**config.mk**
```make
export PLATFORM = sky130hd
export DESIGN_NAME = pa_power_calibration_interp_core
export DESIGN_NICKNAME = d
export VERILOG_FILES = /design/src/hdl/pcal_pkg.sv /design/src/hdl/pa_power_calibration_interp_core.sv /design/src/hdl/pcal_prep.sv /design/src/hdl/pcal_div.sv
export VERILOG_INCLUDE_DIRS = /design/src /design/src/hdl
export SDC_FILE = /design/constraint.sdc
export NUM_CORES = 2
export LEC_CHECK = 0
export BUFFER_PORTS_ARGS = -buffer_cell sky130_fd_sc_hd__buf_4
export CAP_MARGIN = 20
export CORE_UTILIZATION = 45
export CTS_CLUSTER_SIZE = 14
export DETAILED_ROUTE_END_ITERATION = 10
export PLACE_DENSITY_LB_ADDON = 0.08
export REMOVE_ABC_BUFFERS = 1
export SLEW_MARGIN = 20
export SYNTH_ARGS = -nofsm -noshare
export SYNTH_HDL_FRONTEND = slang
export SYNTH_SLANG_ARGS = --single-unit
```
**constraint.sdc**
```tcl
create_clock -name clk -period 11.9 [get_ports clk]
set_input_delay 1.785 -clock clk [delete_from_list [all_inputs] [get_ports clk]]
set_output_delay 1.785 -clock clk [all_outputs]
set_load 0.02 [all_outputs]
```
**src/hdl/pa_power_calibration_interp_core_macros.svh**
```systemverilog
// Assertion helpers shared by the calibration core.
`ifndef PA_POWER_CALIBRATION_INTERP_CORE_MACROS_SVH
`define PA_POWER_CALIBRATION_INTERP_CORE_MACROS_SVH

// Property that must hold at every clock edge outside reset.
`define PCAL_ASSERT(lbl, prop, msg) \
	lbl: assert property (@(posedge clk) disable iff (!arst_n) prop) else $error(msg);

// Condition at one edge that implies a consequence at the next edge.
`define PCAL_ASSERT_NEXT(lbl, ante, cons, msg) \
	lbl: assert property (@(posedge clk) disable iff (!arst_n) ante |=> cons) else $error(msg);

`endif

```
**src/hdl/pcal_pkg.sv**
```systemverilog
package pcal_pkg;

	localparam int DbmW  = 8;
	localparam int PointW = 24;
	localparam int PairW  = 48;
	localparam int NumW   = 16;
	localparam int DenW   = 8;
	localparam int DiffW  = 9;
	localparam int ProdW  = 18;

	// One calibration point as packed in a pair register, lowest field in the lowest bits.
	typedef struct packed {
		logic [DbmW-1:0]        dac;
		logic signed [DbmW-1:0] drive;
		logic [DbmW-1:0]        out_dbm;
	} point_t;

	typedef enum logic [2:0] {
		REG_CAL_PAIR_0  = 3'd0,
		REG_CAL_PAIR_1  = 3'd1,
		REG_CAL_PAIR_2  = 3'd2,
		REG_MIN_OUT_DBM = 3'd3,
		REG_MAX_OUT_DBM = 3'd4,
		REG_CLAMP_EN    = 3'd5
	} cfg_reg_t;

	// Side information that rides alongside the division.
	typedef struct packed {
		logic            acc;
		logic [DbmW-1:0] applied;
		logic [DbmW-1:0] y0_drive;
		logic [DbmW-1:0] y0_dac;
		logic            flat;
		logic            neg_drive;
		logic            neg_dac;
	} div_tag_t;

	typedef struct packed {
		div_tag_t        tag;
		logic [NumW-1:0] num_drive;
		logic [NumW-1:0] num_dac;
		logic [DenW-1:0] den;
	} div_job_t;

	typedef struct packed {
		div_tag_t        tag;
		logic [NumW-1:0] quo_drive;
		logic [NumW-1:0] quo_dac;
	} div_res_t;

endpackage

```
**src/hdl/pa_power_calibration_interp_core.sv**
```systemverilog
// Channel   Direction  Beat contents
// s_axis    in         tdata: target_dbm
// m_axis    out        tdata: applied_dbm, drive_dbm, dac_code; tuser: accepted
// cfg       in         cfg_index selects the register, cfg_data carries the value
//
// A target beat is taken every cycle when the output side keeps up. The beat passes
// 21 register stages: the restoring divider resolves one quotient bit per stage over
// 16 stages, and five other stages lie around it, the first of which captures the beat
// at the accepting edge.
// Reset clears every valid bit and returns the configuration registers to their reset values.
// Each stage holds while the one after it is full and stalled, so a stall on
// m_axis fills bubbles first and only then pushes back on s_axis.
`include "pa_power_calibration_interp_core_macros.svh"

module pa_power_calibration_interp_core #(
	parameter int CAL_POINTS = 6
) (
	input  logic        clk,
	input  logic        arst_n,
	input  logic        s_axis_tvalid,
	output logic        s_axis_tready,
	input  logic [7:0]  s_axis_tdata,   // [7:0] target_dbm
	output logic        m_axis_tvalid,
	input  logic        m_axis_tready,
	output logic [23:0] m_axis_tdata,   // [7:0] applied_dbm, [15:8] drive_dbm, [23:16] dac_code
	output logic        m_axis_tuser,   // [0] accepted
	input  logic        cfg_valid,
	output logic        cfg_ready,
	input  logic [2:0]  cfg_index,
	input  logic [47:0] cfg_data
);

	// Only as many pair registers as the calibration points need are kept.
	localparam int Pairs = (CAL_POINTS + 1) / 2;

	logic [pcal_pkg::PairW-1:0] cal_pair_q [Pairs];
	logic [pcal_pkg::DbmW-1:0]  min_dbm_q, max_dbm_q;
	logic                       clamp_en_q;
	logic                       cfg_fire;

	pcal_pkg::point_t pts [CAL_POINTS];

	logic                      vld_s1, acc_s1;
	logic [pcal_pkg::DbmW-1:0] t_s1;
	logic                      in_fire, rdy_s1, prep_ready;

	logic                      div_in_valid, div_in_ready;
	pcal_pkg::div_job_t        div_job;
	logic                      div_out_valid, div_out_ready;
	pcal_pkg::div_res_t        div_res;

	logic                      vld_s21, acc_s21;
	logic [pcal_pkg::DbmW-1:0] app_s21, drv_s21, dac_s21;

	logic [pcal_pkg::DbmW-1:0] t_in, t_lo, t_hi, qd, qa, drv_nx, dac_nx;
	logic                      below, above, reject;

	// ------------------------------------------------------------------
	// Configuration registers. The write channel never stalls.
	// ------------------------------------------------------------------
	assign cfg_ready = 1'b1;
	assign cfg_fire  = cfg_valid && cfg_ready;

	for (genvar p = 0; p < Pairs; p++) begin : g_pair
		always_ff @(posedge clk or negedge arst_n) begin
			if (!arst_n) begin
				cal_pair_q[p] <= '0;
			end else if (cfg_fire &&
			             cfg_index == 3'(int'(pcal_pkg::REG_CAL_PAIR_0) + p)) begin
				cal_pair_q[p] <= cfg_data;
			end
		end
	end

	always_ff @(posedge clk or negedge arst_n) begin
		if (!arst_n) begin
			min_dbm_q  <= 8'd20;
			max_dbm_q  <= 8'd30;
			clamp_en_q <= 1'b1;
		end else if (cfg_fire) begin
			case (cfg_index)
				pcal_pkg::REG_MIN_OUT_DBM: min_dbm_q  <= cfg_data[7:0];
				pcal_pkg::REG_MAX_OUT_DBM: max_dbm_q  <= cfg_data[7:0];
				pcal_pkg::REG_CLAMP_EN:    clamp_en_q <= cfg_data[0];
				default: ;
			endcase
		end
	end

	// Point i sits in the low or high half of pair i/2.
	for (genvar i = 0; i < CAL_POINTS; i++) begin : g_pt
		assign pts[i] = pcal_pkg::point_t'(
			cal_pair_q[i/2][(i%2)*pcal_pkg::PointW +: pcal_pkg::PointW]);
	end

	// ------------------------------------------------------------------
	// Stage 1: range check and clamping. The low bound is applied before
	// the high bound, so with the bounds crossed a clamped target ends at
	// the high bound.
	// ------------------------------------------------------------------
	assign t_in   = s_axis_tdata;
	assign below  = t_in < min_dbm_q;
	assign t_lo   = below ? min_dbm_q : t_in;
	assign above  = t_lo > max_dbm_q;
	assign t_hi   = above ? max_dbm_q : t_lo;
	assign reject = !clamp_en_q && (below || above);

	assign rdy_s1        = !vld_s1 || prep_ready;
	assign s_axis_tready = rdy_s1;
	assign in_fire       = s_axis_tvalid && s_axis_tready;

	always_ff @(posedge clk or negedge arst_n) begin
		if (!arst_n) begin
			vld_s1 <= 1'b0;
		end else if (rdy_s1) begin
			vld_s1 <= s_axis_tvalid;
		end
	end

	always_ff @(posedge clk) begin
		if (in_fire) begin
			acc_s1 <= !reject;
			t_s1   <= t_hi;
		end
	end

	// ------------------------------------------------------------------
	// Stages 2 to 4: segment search, products, sign split.
	// ------------------------------------------------------------------
	pcal_prep #(
		.CAL_POINTS(CAL_POINTS)
	) u_prep (
		.clk       (clk),
		.arst_n    (arst_n),
		.pts       (pts),
		.in_valid  (vld_s1),
		.in_ready  (prep_ready),
		.in_acc    (acc_s1),
		.in_t      (t_s1),
		.out_valid (div_in_valid),
		.out_ready (div_in_ready),
		.out_job   (div_job)
	);

	// ------------------------------------------------------------------
	// Stages 5 to 20: unsigned restoring division of both products by the
	// segment span.
	// ------------------------------------------------------------------
	pcal_div u_div (
		.clk       (clk),
		.arst_n    (arst_n),
		.in_valid  (div_in_valid),
		.in_ready  (div_in_ready),
		.in_job    (div_job),
		.out_valid (div_out_valid),
		.out_ready (div_out_ready),
		.out_res   (div_res)
	);

	// ------------------------------------------------------------------
	// Stage 21: the output register. The quotient takes its sign back
	// (truncation toward zero falls out of dividing magnitudes), and is
	// added to the lower point. Only the low byte is kept, so the sums run
	// modulo 256. A zero span returns the lower point unchanged, and a
	// rejected request gives all zeros.
	// ------------------------------------------------------------------
	assign qd = div_res.tag.neg_drive ? 8'(8'd0 - div_res.quo_drive[7:0])
	                                  : div_res.quo_drive[7:0];
	assign qa = div_res.tag.neg_dac   ? 8'(8'd0 - div_res.quo_dac[7:0])
	                                  : div_res.quo_dac[7:0];

	assign drv_nx = div_res.tag.flat ? div_res.tag.y0_drive
	                                 : 8'(div_res.tag.y0_drive + qd);
	assign dac_nx = div_res.tag.flat ? div_res.tag.y0_dac
	                                 : 8'(div_res.tag.y0_dac + qa);

	assign div_out_ready = !vld_s21 || m_axis_tready;

	always_ff @(posedge clk or negedge arst_n) begin
		if (!arst_n) begin
			vld_s21 <= 1'b0;
		end else if (div_out_ready) begin
			vld_s21 <= div_out_valid;
		end
	end

	always_ff @(posedge clk) begin
		if (div_out_ready && div_out_valid) begin
			acc_s21 <= div_res.tag.acc;
			app_s21 <= div_res.tag.acc ? div_res.tag.applied : '0;
			drv_s21 <= div_res.tag.acc ? drv_nx : '0;
			dac_s21 <= div_res.tag.acc ? dac_nx : '0;
		end
	end

	assign m_axis_tvalid = vld_s21;
	assign m_axis_tuser  = acc_s21;
	assign m_axis_tdata  = {dac_s21, drv_s21, app_s21};

	// ------------------------------------------------------------------
	// Checks.
	// ------------------------------------------------------------------
	`PCAL_ASSERT(a_reject_zero, (m_axis_tvalid && !m_axis_tuser) |-> (m_axis_tdata == '0), "rejected beat carries non-zero data")
	`PCAL_ASSERT_NEXT(a_clamp_accepts, (in_fire && clamp_en_q), acc_s1, "target rejected with clamping on")
	`PCAL_ASSERT_NEXT(a_in_range_kept, (in_fire && s_axis_tdata >= min_dbm_q && s_axis_tdata <= max_dbm_q), (acc_s1 && t_s1 == $past(s_axis_tdata)), "in-range target altered or rejected")

endmodule

```
**src/hdl/pcal_prep.sv**
```systemverilog
module pcal_prep #(
	parameter int CAL_POINTS = 6
) (
	input  logic                    clk,
	input  logic                    arst_n,
	input  pcal_pkg::point_t        pts [CAL_POINTS],
	input  logic                    in_valid,
	output logic                    in_ready,
	input  logic                    in_acc,
	input  logic [pcal_pkg::DbmW-1:0] in_t,
	output logic                    out_valid,
	input  logic                    out_ready,
	output pcal_pkg::div_job_t      out_job
);

	logic [CAL_POINTS-2:0] hit;
	pcal_pkg::point_t      lo_pt, hi_pt;

	logic                                vld_s2, vld_s3, vld_s4;
	logic                                rdy_s2, rdy_s3, rdy_s4;
	logic                                acc_s2, acc_s3;
	logic [pcal_pkg::DbmW-1:0]           t_s2, t_s3;
	logic signed [pcal_pkg::DiffW-1:0]   dx_s2, span_s2, dyd_s2, dya_s2, span_s3;
	logic [pcal_pkg::DbmW-1:0]           y0d_s2, y0a_s2, y0d_s3, y0a_s3;
	logic signed [pcal_pkg::ProdW-1:0]   prodd_s3, proda_s3;
	pcal_pkg::div_job_t                  job_s4;

	logic signed [pcal_pkg::ProdW-1:0]   magd, maga;
	logic signed [pcal_pkg::DiffW-1:0]   span_mag;

	// First enclosing segment wins; with none, the outer points are used.
	for (genvar i = 0; i < CAL_POINTS - 1; i++) begin : g_hit
		assign hit[i] = (in_t >= pts[i].out_dbm) && (in_t <= pts[i+1].out_dbm);
	end

	always_comb begin
		lo_pt = pts[0];
		hi_pt = pts[CAL_POINTS-1];
		for (int i = CAL_POINTS - 2; i >= 0; i--) begin
			if (hit[i]) begin
				lo_pt = pts[i];
				hi_pt = pts[i+1];
			end
		end
	end

	assign rdy_s4   = !vld_s4 || out_ready;
	assign rdy_s3   = !vld_s3 || rdy_s4;
	assign rdy_s2   = !vld_s2 || rdy_s3;
	assign in_ready = rdy_s2;

	always_ff @(posedge clk or negedge arst_n) begin
		if (!arst_n) begin
			vld_s2 <= 1'b0;
			vld_s3 <= 1'b0;
			vld_s4 <= 1'b0;
		end else begin
			if (rdy_s2) vld_s2 <= in_valid;
			if (rdy_s3) vld_s3 <= vld_s2;
			if (rdy_s4) vld_s4 <= vld_s3;
		end
	end

	// Segment selection and differences.
	always_ff @(posedge clk) begin
		if (rdy_s2 && in_valid) begin
			acc_s2  <= in_acc;
			t_s2    <= in_t;
			dx_s2   <= $signed({1'b0, in_t}) - $signed({1'b0, lo_pt.out_dbm});
			span_s2 <= $signed({1'b0, hi_pt.out_dbm}) - $signed({1'b0, lo_pt.out_dbm});
			dyd_s2  <= $signed({hi_pt.drive[7], hi_pt.drive}) -
			           $signed({lo_pt.drive[7], lo_pt.drive});
			dya_s2  <= $signed({1'b0, hi_pt.dac}) - $signed({1'b0, lo_pt.dac});
			y0d_s2  <= lo_pt.drive;
			y0a_s2  <= lo_pt.dac;
		end
	end

	// Products of offset and rise.
	always_ff @(posedge clk) begin
		if (rdy_s3 && vld_s2) begin
			acc_s3   <= acc_s2;
			t_s3     <= t_s2;
			prodd_s3 <= dx_s2 * dyd_s2;
			proda_s3 <= dx_s2 * dya_s2;
			span_s3  <= span_s2;
			y0d_s3   <= y0d_s2;
			y0a_s3   <= y0a_s2;
		end
	end

	// Sign and magnitude split ahead of the unsigned divider.
	assign magd     = prodd_s3[pcal_pkg::ProdW-1] ? -prodd_s3 : prodd_s3;
	assign maga     = proda_s3[pcal_pkg::ProdW-1] ? -proda_s3 : proda_s3;
	assign span_mag = span_s3[pcal_pkg::DiffW-1] ? -span_s3 : span_s3;

	always_ff @(posedge clk) begin
		if (rdy_s4 && vld_s3) begin
			job_s4.tag.acc       <= acc_s3;
			job_s4.tag.applied   <= t_s3;
			job_s4.tag.y0_drive  <= y0d_s3;
			job_s4.tag.y0_dac    <= y0a_s3;
			job_s4.tag.flat      <= (span_s3 == '0);
			job_s4.tag.neg_drive <= prodd_s3[pcal_pkg::ProdW-1] ^ span_s3[pcal_pkg::DiffW-1];
			job_s4.tag.neg_dac   <= proda_s3[pcal_pkg::ProdW-1] ^ span_s3[pcal_pkg::DiffW-1];
			job_s4.num_drive     <= magd[pcal_pkg::NumW-1:0];
			job_s4.num_dac       <= maga[pcal_pkg::NumW-1:0];
			job_s4.den           <= span_mag[pcal_pkg::DenW-1:0];
		end
	end

	assign out_valid = vld_s4;
	assign out_job   = job_s4;

endmodule

```
**src/hdl/pcal_div.sv**
```systemverilog
module pcal_div (
	input  logic               clk,
	input  logic               arst_n,
	input  logic               in_valid,
	output logic               in_ready,
	input  pcal_pkg::div_job_t in_job,
	output logic               out_valid,
	input  logic               out_ready,
	output pcal_pkg::div_res_t out_res
);

	localparam int Depth = pcal_pkg::NumW;
	localparam int RqW   = pcal_pkg::DenW + pcal_pkg::NumW;

	// The word holds the partial remainder above the dividend; quotient bits
	// shift in at the bottom as dividend bits leave at the top.
	function automatic logic [RqW-1:0] div_step(input logic [RqW-1:0] rq,
		input logic [pcal_pkg::DenW-1:0] den);
		logic [pcal_pkg::DenW:0] part;
		logic [pcal_pkg::DenW:0] diff;
		part = rq[RqW-1:pcal_pkg::NumW-1];
		diff = part - {1'b0, den};
		if (part >= {1'b0, den})
			return {diff[pcal_pkg::DenW-1:0], rq[pcal_pkg::NumW-2:0], 1'b1};
		else
			return {part[pcal_pkg::DenW-1:0], rq[pcal_pkg::NumW-2:0], 1'b0};
	endfunction

	logic                          stg_vld_s [Depth];
	logic                          stg_rdy   [Depth];
	pcal_pkg::div_tag_t            stg_tag_s [Depth];
	logic [pcal_pkg::DenW-1:0]     stg_den_s [Depth];
	logic [RqW-1:0]                stg_rqd_s [Depth];
	logic [RqW-1:0]                stg_rqa_s [Depth];

	for (genvar k = 0; k < Depth; k++) begin : g_stage
		logic                      prev_vld;
		pcal_pkg::div_tag_t        prev_tag;
		logic [pcal_pkg::DenW-1:0] prev_den;
		logic [RqW-1:0]            prev_rqd, prev_rqa;
		logic                      next_rdy;

		if (k == 0) begin : g_first
			assign prev_vld = in_valid;
			assign prev_tag = in_job.tag;
			assign prev_den = in_job.den;
			assign prev_rqd = {{pcal_pkg::DenW{1'b0}}, in_job.num_drive};
			assign prev_rqa = {{pcal_pkg::DenW{1'b0}}, in_job.num_dac};
		end else begin : g_next
			assign prev_vld = stg_vld_s[k-1];
			assign prev_tag = stg_tag_s[k-1];
			assign prev_den = stg_den_s[k-1];
			assign prev_rqd = stg_rqd_s[k-1];
			assign prev_rqa = stg_rqa_s[k-1];
		end

		if (k == Depth - 1) begin : g_last
			assign next_rdy = out_ready;
		end else begin : g_mid
			assign next_rdy = stg_rdy[k+1];
		end

		assign stg_rdy[k] = !stg_vld_s[k] || next_rdy;

		always_ff @(posedge clk or negedge arst_n) begin
			if (!arst_n) begin
				stg_vld_s[k] <= 1'b0;
			end else if (stg_rdy[k]) begin
				stg_vld_s[k] <= prev_vld;
			end
		end

		always_ff @(posedge clk) begin
			if (stg_rdy[k] && prev_vld) begin
				stg_tag_s[k] <= prev_tag;
				stg_den_s[k] <= prev_den;
				stg_rqd_s[k] <= div_step(prev_rqd, prev_den);
				stg_rqa_s[k] <= div_step(prev_rqa, prev_den);
			end
		end
	end

	assign in_ready          = stg_rdy[0];
	assign out_valid         = stg_vld_s[Depth-1];
	assign out_res.tag       = stg_tag_s[Depth-1];
	assign out_res.quo_drive = stg_rqd_s[Depth-1][pcal_pkg::NumW-1:0];
	assign out_res.quo_dac   = stg_rqa_s[Depth-1][pcal_pkg::NumW-1:0];

endmodule

```
* After elaboration in Yosys (flattened, before gate mapping) *
Memory sizes are Yosys's and may differ from the RTL's.
Cells that the tools add are included.

word-level totals
  flip-flop bits (word level) = 415
  latch bits = 0
  RAM bits = 1344
  ROM bits = 0
  output and inout port bits = 28
  word-level logic and storage cells = 352
  memories kept = 4

operators by class
  add/subtract/negate cells = 43
  $mul = 2
  divide/modulo/power cells = 0
  magnitude comparators = 44
  eq/ne operators = 5
  shifts and indexed selects = 0
  multiplexer cells = 114
  bitwise logic cells = 2
  reduce and logical (&&, ||, !) cells = 80

memories
  memory           words  bits a word  rd ports  clocked after Yosys merged registers in  wr ports  line            source
  u_div.stg_tag_s  16     28           16        0                                        16        pcal_div.sv:31  pcal_pkg::div_tag_t stg_tag_s [Depth];
  u_div.stg_rqa_s  16     24           16        0                                        16        pcal_div.sv:34  logic [RqW-1:0] stg_rqa_s [Depth];
  u_div.stg_rqd_s  16     24           16        0                                        16        pcal_div.sv:33  logic [RqW-1:0] stg_rqd_s [Depth];
  u_div.stg_den_s  16     8            15        0                                        16        pcal_div.sv:32  logic [pcal_pkg::DenW-1:0] stg_den_s [Depth];

operators with widths
  cell                                                 number
  two-way mux 24 bit                                   73
  >= comparator 9 x 8 -> 1 bit                         30
  subtractor 8 bit                                     30
  two-way mux 8 bit                                    7
  >= comparator 8 bit                                  5
  less-or-equal comparator 8 bit                       5
  multiplier 9 x 9 -> 18 bit                           2
  subtractor 8 x 8 -> 9 bit                            4
  two-way mux 1 bit                                    32
  two-way mux 16 bit                                   2
  negation 16 bit                                      2
  logical AND 1 bit                                    30
  logical NOT 1 bit                                    23
  logical OR 1 bit                                     22
  adder 8 bit                                          2
  >= comparator 1 x 8 -> 1 bit                         2
  subtractor 1 x 8 -> 8 bit                            2
  subtractor 1 x 8 -> 8 bit, first input constant      2
  logical NOT 9 bit                                    1
  > comparator 8 bit                                   1
  less-than comparator 8 bit                           1
  negation 8 bit                                       1
  equality test 3 x 2 -> 1 bit, second input constant  2
  equality test 3 bit, second input constant           2
  4 further kinds                                      7

* Depth between registers and ports, before layout *
  word-level depth = 23
  depth in mapped cells = 21

* Modules after synthesis *
Synthesis repeated with hierarchy kept, for this count alone.

second synthesis, totals
  cells, all modules = 5450
  area, all modules = 80616.1 um^2

by module, submodules not included
  module                            instances  cells an instance  area an instance (um^2)
  pcal_div                          1          3218               54418.4
  pcal_prep                         1          1589               17334.1
  pa_power_calibration_interp_core  1          643                8863.5

* Least setup slack after synthesis *
OpenSTA, ideal clock, no wires.

  kind = input to register
  start point = input m_axis_tready
  end point = memory u_div.stg_den_s[0][48] (netlist bit) (enable)
  arrival = 7430 ps
  slack = 3865 ps
  cell stages on the path = 6
  buffers on the path = 0
  cells stage by stage = nand4b_1 > nor2_1 > nand2_1 > nor2_1 > and3_1 > a21boi_0

RTL lines
  element          line                                    source
  start, declared  pa_power_calibration_interp_core.sv:24  input logic m_axis_tready,
  end, declared    pcal_div.sv:32

* Worst setup path after layout *
  start point = input m_axis_tready
  end point = output s_axis_tready

on the way
  cells in the longest elaborated chain, start to end = 21

ends and longest elaborated chain
  element                         line                                     source
  logical OR 1 bit                pa_power_calibration_interp_core.sv:177  assign div_out_ready = !vld_s21 || m_axis_tready;
  logical OR 1 bit (16 in a row)  pcal_div.sv:63                           assign stg_rdy[k] = !stg_vld_s[k] || next_rdy;
  logical OR 1 bit                pcal_prep.sv:47                          assign rdy_s4 = !vld_s4 || out_ready;
  logical OR 1 bit                pcal_prep.sv:48                          assign rdy_s3 = !vld_s3 || rdy_s4;
  logical OR 1 bit                pcal_prep.sv:49                          assign rdy_s2 = !vld_s2 || rdy_s3;
  logical OR 1 bit                pa_power_calibration_interp_core.sv:108  assign rdy_s1 = !vld_s1 || prep_ready;
  end, declared                   pa_power_calibration_interp_core.sv:21   output logic s_axis_tready,

Every way passes these cells.

==> run summary <==
The detailed-routing iteration count for the pre-antenna-repair pass came out at 7. The via density per instance came out at 5.08. Setup repair after global routing left no endpoint under its margin. The transition time at the pin with the least slew margin came out at 1.11 ns. The flow ran to the end, and the final reports show no timing, DRC or antenna violations.

The total track usage is 18.0%. In this run the vertical extent of the chip is 403 um. The worst register-to-register path begins at t_s1[1]. The register-to-register setup slack is 6.31 ns. The detailed-route wire length came out at 144000 um. In this run the core area contains 146 standard-cell rows.

The clock latency at the later pin of the worst-skew pair came out at 0.80 ns. The maximum number of pins on one net before global-route repair is 92. The most numerous cell type found on the critical path is sky130_fd_sc_hd__buf_4.

The maximum fanout encountered on the critical timing path is 7. The share of the Yosys chip area taken by registers is 62.2%. The clock slew at the register clock pins of the worst setup and hold paths came out at 0.06 ns. The initial standard-cell utilization of the core came out at 45.6%. The worst hold path belongs to the class flip-flop to flip-flop. Based on the critical path, the design can be clocked at up to 0.169 GHz. Counting instances, the worst hold path has a depth of 0. Data arrives at the worst endpoint at 4.15 ns.

The net count reported at finish is 5980. In this run the worst setup path begins at m_axis_tready. The die is 403 um wide.

The number of buffers created by CTS is 164. The worst-case clock skew is 0.0447 ns. The sort of element at the end of the critical path is a primary output. The repair_antennas step left the layout with diodes totalling 0. For this design, the slowest cell found on the critical path is sky130_fd_sc_hd__or2_2.

The clock sink total came out at 1533. The via count of the first global-routing pass came out at 40.0k. The mapped netlist covers 72500 um^2. The critical hold path startpoint is u_div.stg_rqd_s[0][9]. The worst slew slack as a fraction of its limit is 25.7%. Compared with the post-synthesis result, the final layout area differs by 12.3%. The CTS tree is yes. The wire length of the first global-routing pass is 226000 um. The fraction of final layout cells sized beyond drive strength 1 is 13.5%. The detailed router's first-iteration violation count is 2081. Traced cell by cell, the critical path runs through buf_4 -> nand4b_1 -> or2_2 -> nor4b_2 -> buf_4 -> and4_1 -> and3_1 -> nand4_1 -> buf_4. The overall die area is 163000 um^2.

The clock passes through at most 3 buffers. The peak per-stage delay on the critical path came out at 0.38 ns. The setup path with the least slack is of type input pin to primary output. For the worst flop-to-flop path, the logic depth is 19. The share of async-settable or async-resettable flops after synthesis came out at 11.9%. The core box area is 159000 um^2.

The I/O pin count came out at 92. Summed over all layers, the global routing overflow is 0. The required time at the endpoint of the critical path is 10.12 ns. The number of distinct library cells after synthesis came out at 68. The number of H-tree levels came out at 4. The count of nets left with antenna violations once routing finished came out at 0. The number of design rule violations left after detail routing is 0.

The setup TNS after final layout came out at 0 ns. Buffers inserted to repair hold after CTS numbered 0. The via total after detailed routing came out at 38.5k. The post-CTS setup-driven buffer insertion count came out at 0. Once the clock tree was built, the resizer swapped 0 gates to a different size. The root buffer cell is sky130_fd_sc_hd__clkbuf_16. A synthesized cell averages 14.2 um^2. The leading register cell type out of synthesis is sky130_fd_sc_hd__edfxtp_1. Setup violations remaining at the end of the flow were counted as 0. The initial antenna violation count came out at 0.

The count of endpoints failing hold in the final timing report is 0. The worst setup path is launched from an input pin. Buffers placed on the I/O ports in this run total 90. Routability-driven placement finished with a final weighted congestion of 0.815. The Yosys step of the flow raised 0 warnings.

The tool flagged a number of max-cap violations equal to 0. The final critical-path setup slack came out at 5.97 ns. The synthesized netlist cell count came out at 5095. The number of enable-type register cells in the synthesized netlist came out at 1351. The worst setup timing slack at the placement stage is 5.94 ns.

The minimum clock period after layout came out at 5.93 ns. The half-perimeter wire length after placement came out at 104000 um. The max-slew violation count is 0. The final routed wire length divided by cell count is 18.9 um. The synthesis-stage register bit count is 1533. The ratio of final minimum period to clock period is 49.8%.
worst paths after layout:
check | end
max | s_axis_tready
max in group asynchronous | u_div.g_stage[10].prev_vld
max reg2reg | u_prep.dyd_s2[8]
min | u_div.stg_rqd_s[0][34]
min reg2reg | u_div.stg_rqd_s[0][34]
min in group asynchronous | cal_pair_q[4]
final cells by class:
cell class	count	area, um^2
Tap cell	2146	2690
Clock buffer	202	4260
Sequential cell	1533	45100
Inverter	482	1810
Multi-Input combinational cell	2996	25400
Fill cell	13400	77700
Clock inverter	105	1220
Timing Repair Buffer	131	990
metrics by stage:
step                cells  area (um^2)  util, %  hold slack (ns)
floorplan            5011        72200        -            0.400
global placement     7288        76000     47.7            0.401
detailed placement   7288        76000     47.7            0.405
CTS                  7595        81400     51.2            0.404
global route         7595        81400     51.2            0.408
finish               7595        81400     51.2            0.405
placed cells by master (no fill, tap or decap), types with 83 or more instances in the layout:
master,instances
sky130_fd_sc_hd__a21o_1,83
sky130_fd_sc_hd__and2_1,96
sky130_fd_sc_hd__o21ai_0,260
sky130_fd_sc_hd__clkbuf_16,164
sky130_fd_sc_hd__a21oi_1,100
sky130_fd_sc_hd__edfxtp_1,1351
sky130_fd_sc_hd__mux2_2,265
sky130_fd_sc_hd__nor2_1,247
sky130_fd_sc_hd__xnor2_1,153
sky130_fd_sc_hd__dfrtp_1,175
sky130_fd_sc_hd__buf_4,130
sky130_fd_sc_hd__mux2i_1,142
sky130_fd_sc_hd__inv_1,482
sky130_fd_sc_hd__nand2_1,286
sky130_fd_sc_hd__ha_1,434
sky130_fd_sc_hd__fa_1,174
worst max-delay path, delay by kind of cell:
| family | cells | cell delay (ns) |
|---|---|---|
| buf+inv | 3 | 0.57 |
| simple gates | 6 | 1.78 |
per-layer routing:
layer / share of wire [%] / wire [um] / GRT usage, %
met5: 0 / 0 / 0
met4: 2.5 / 3620 / 5.42
met3: 2.9 / 4150 / 2.61
met2: 52 / 74200 / 32.3
met1: 43 / 61500 / 22.3
synth_stat cells, drive strengths merged (25+ instances only):
cell type  instances  area, um^2
and2             107         669
a21boi            63         473
a21o              83         623
o31ai             31         283
nand2b            67         419
nor3              33         165
xor2              59         517
nor2b             84         526
clkbuf            72         270
a21oi            101         505
o21bai            25         188
nor2             250         938
o21ai            262        1310
nand4             80         500
or2               29         181
dfrtp            175        4380
xnor2            153        1340
fa               174        3480
mux2             265        2980
nand2            286        1070
inv              482        1810
mux2i            142        1420
ha               434        5430
o21a              28         210
edfxtp          1351       40600
a211o             25         219
registers in the layout, summed over array words and instances (netlist names), 15 cells and up:
name / count
u_div.stg_tag_s: 448
u_div.g_stage.prev_vld: 15
u_prep.prodd_s3: 17
u_div.stg_rqa_s: 276
u_div.stg_rqd_s: 276
u_prep.out_job: 68
u_prep.proda_s3: 17
cal_pair_q: 144
u_div.stg_den_s: 120
logic make-up after synthesis:
kind of cell,Yosys count,share of synthesized area [%]
DFF,1533,62.2
and+or+nand+nor,1006,6.85
AOI/OAI and AO/OA,762,7.00
adders and majority gates,608,12.3
buffers and inverters,566,2.97
muxes,407,6.08
xor gates and xnor gates,212,2.56
other,1,0.00517
Power is left out: the tool's default activity adds up to more than one toggle a clock period on the data nets, which glitch-free logic cannot reach.
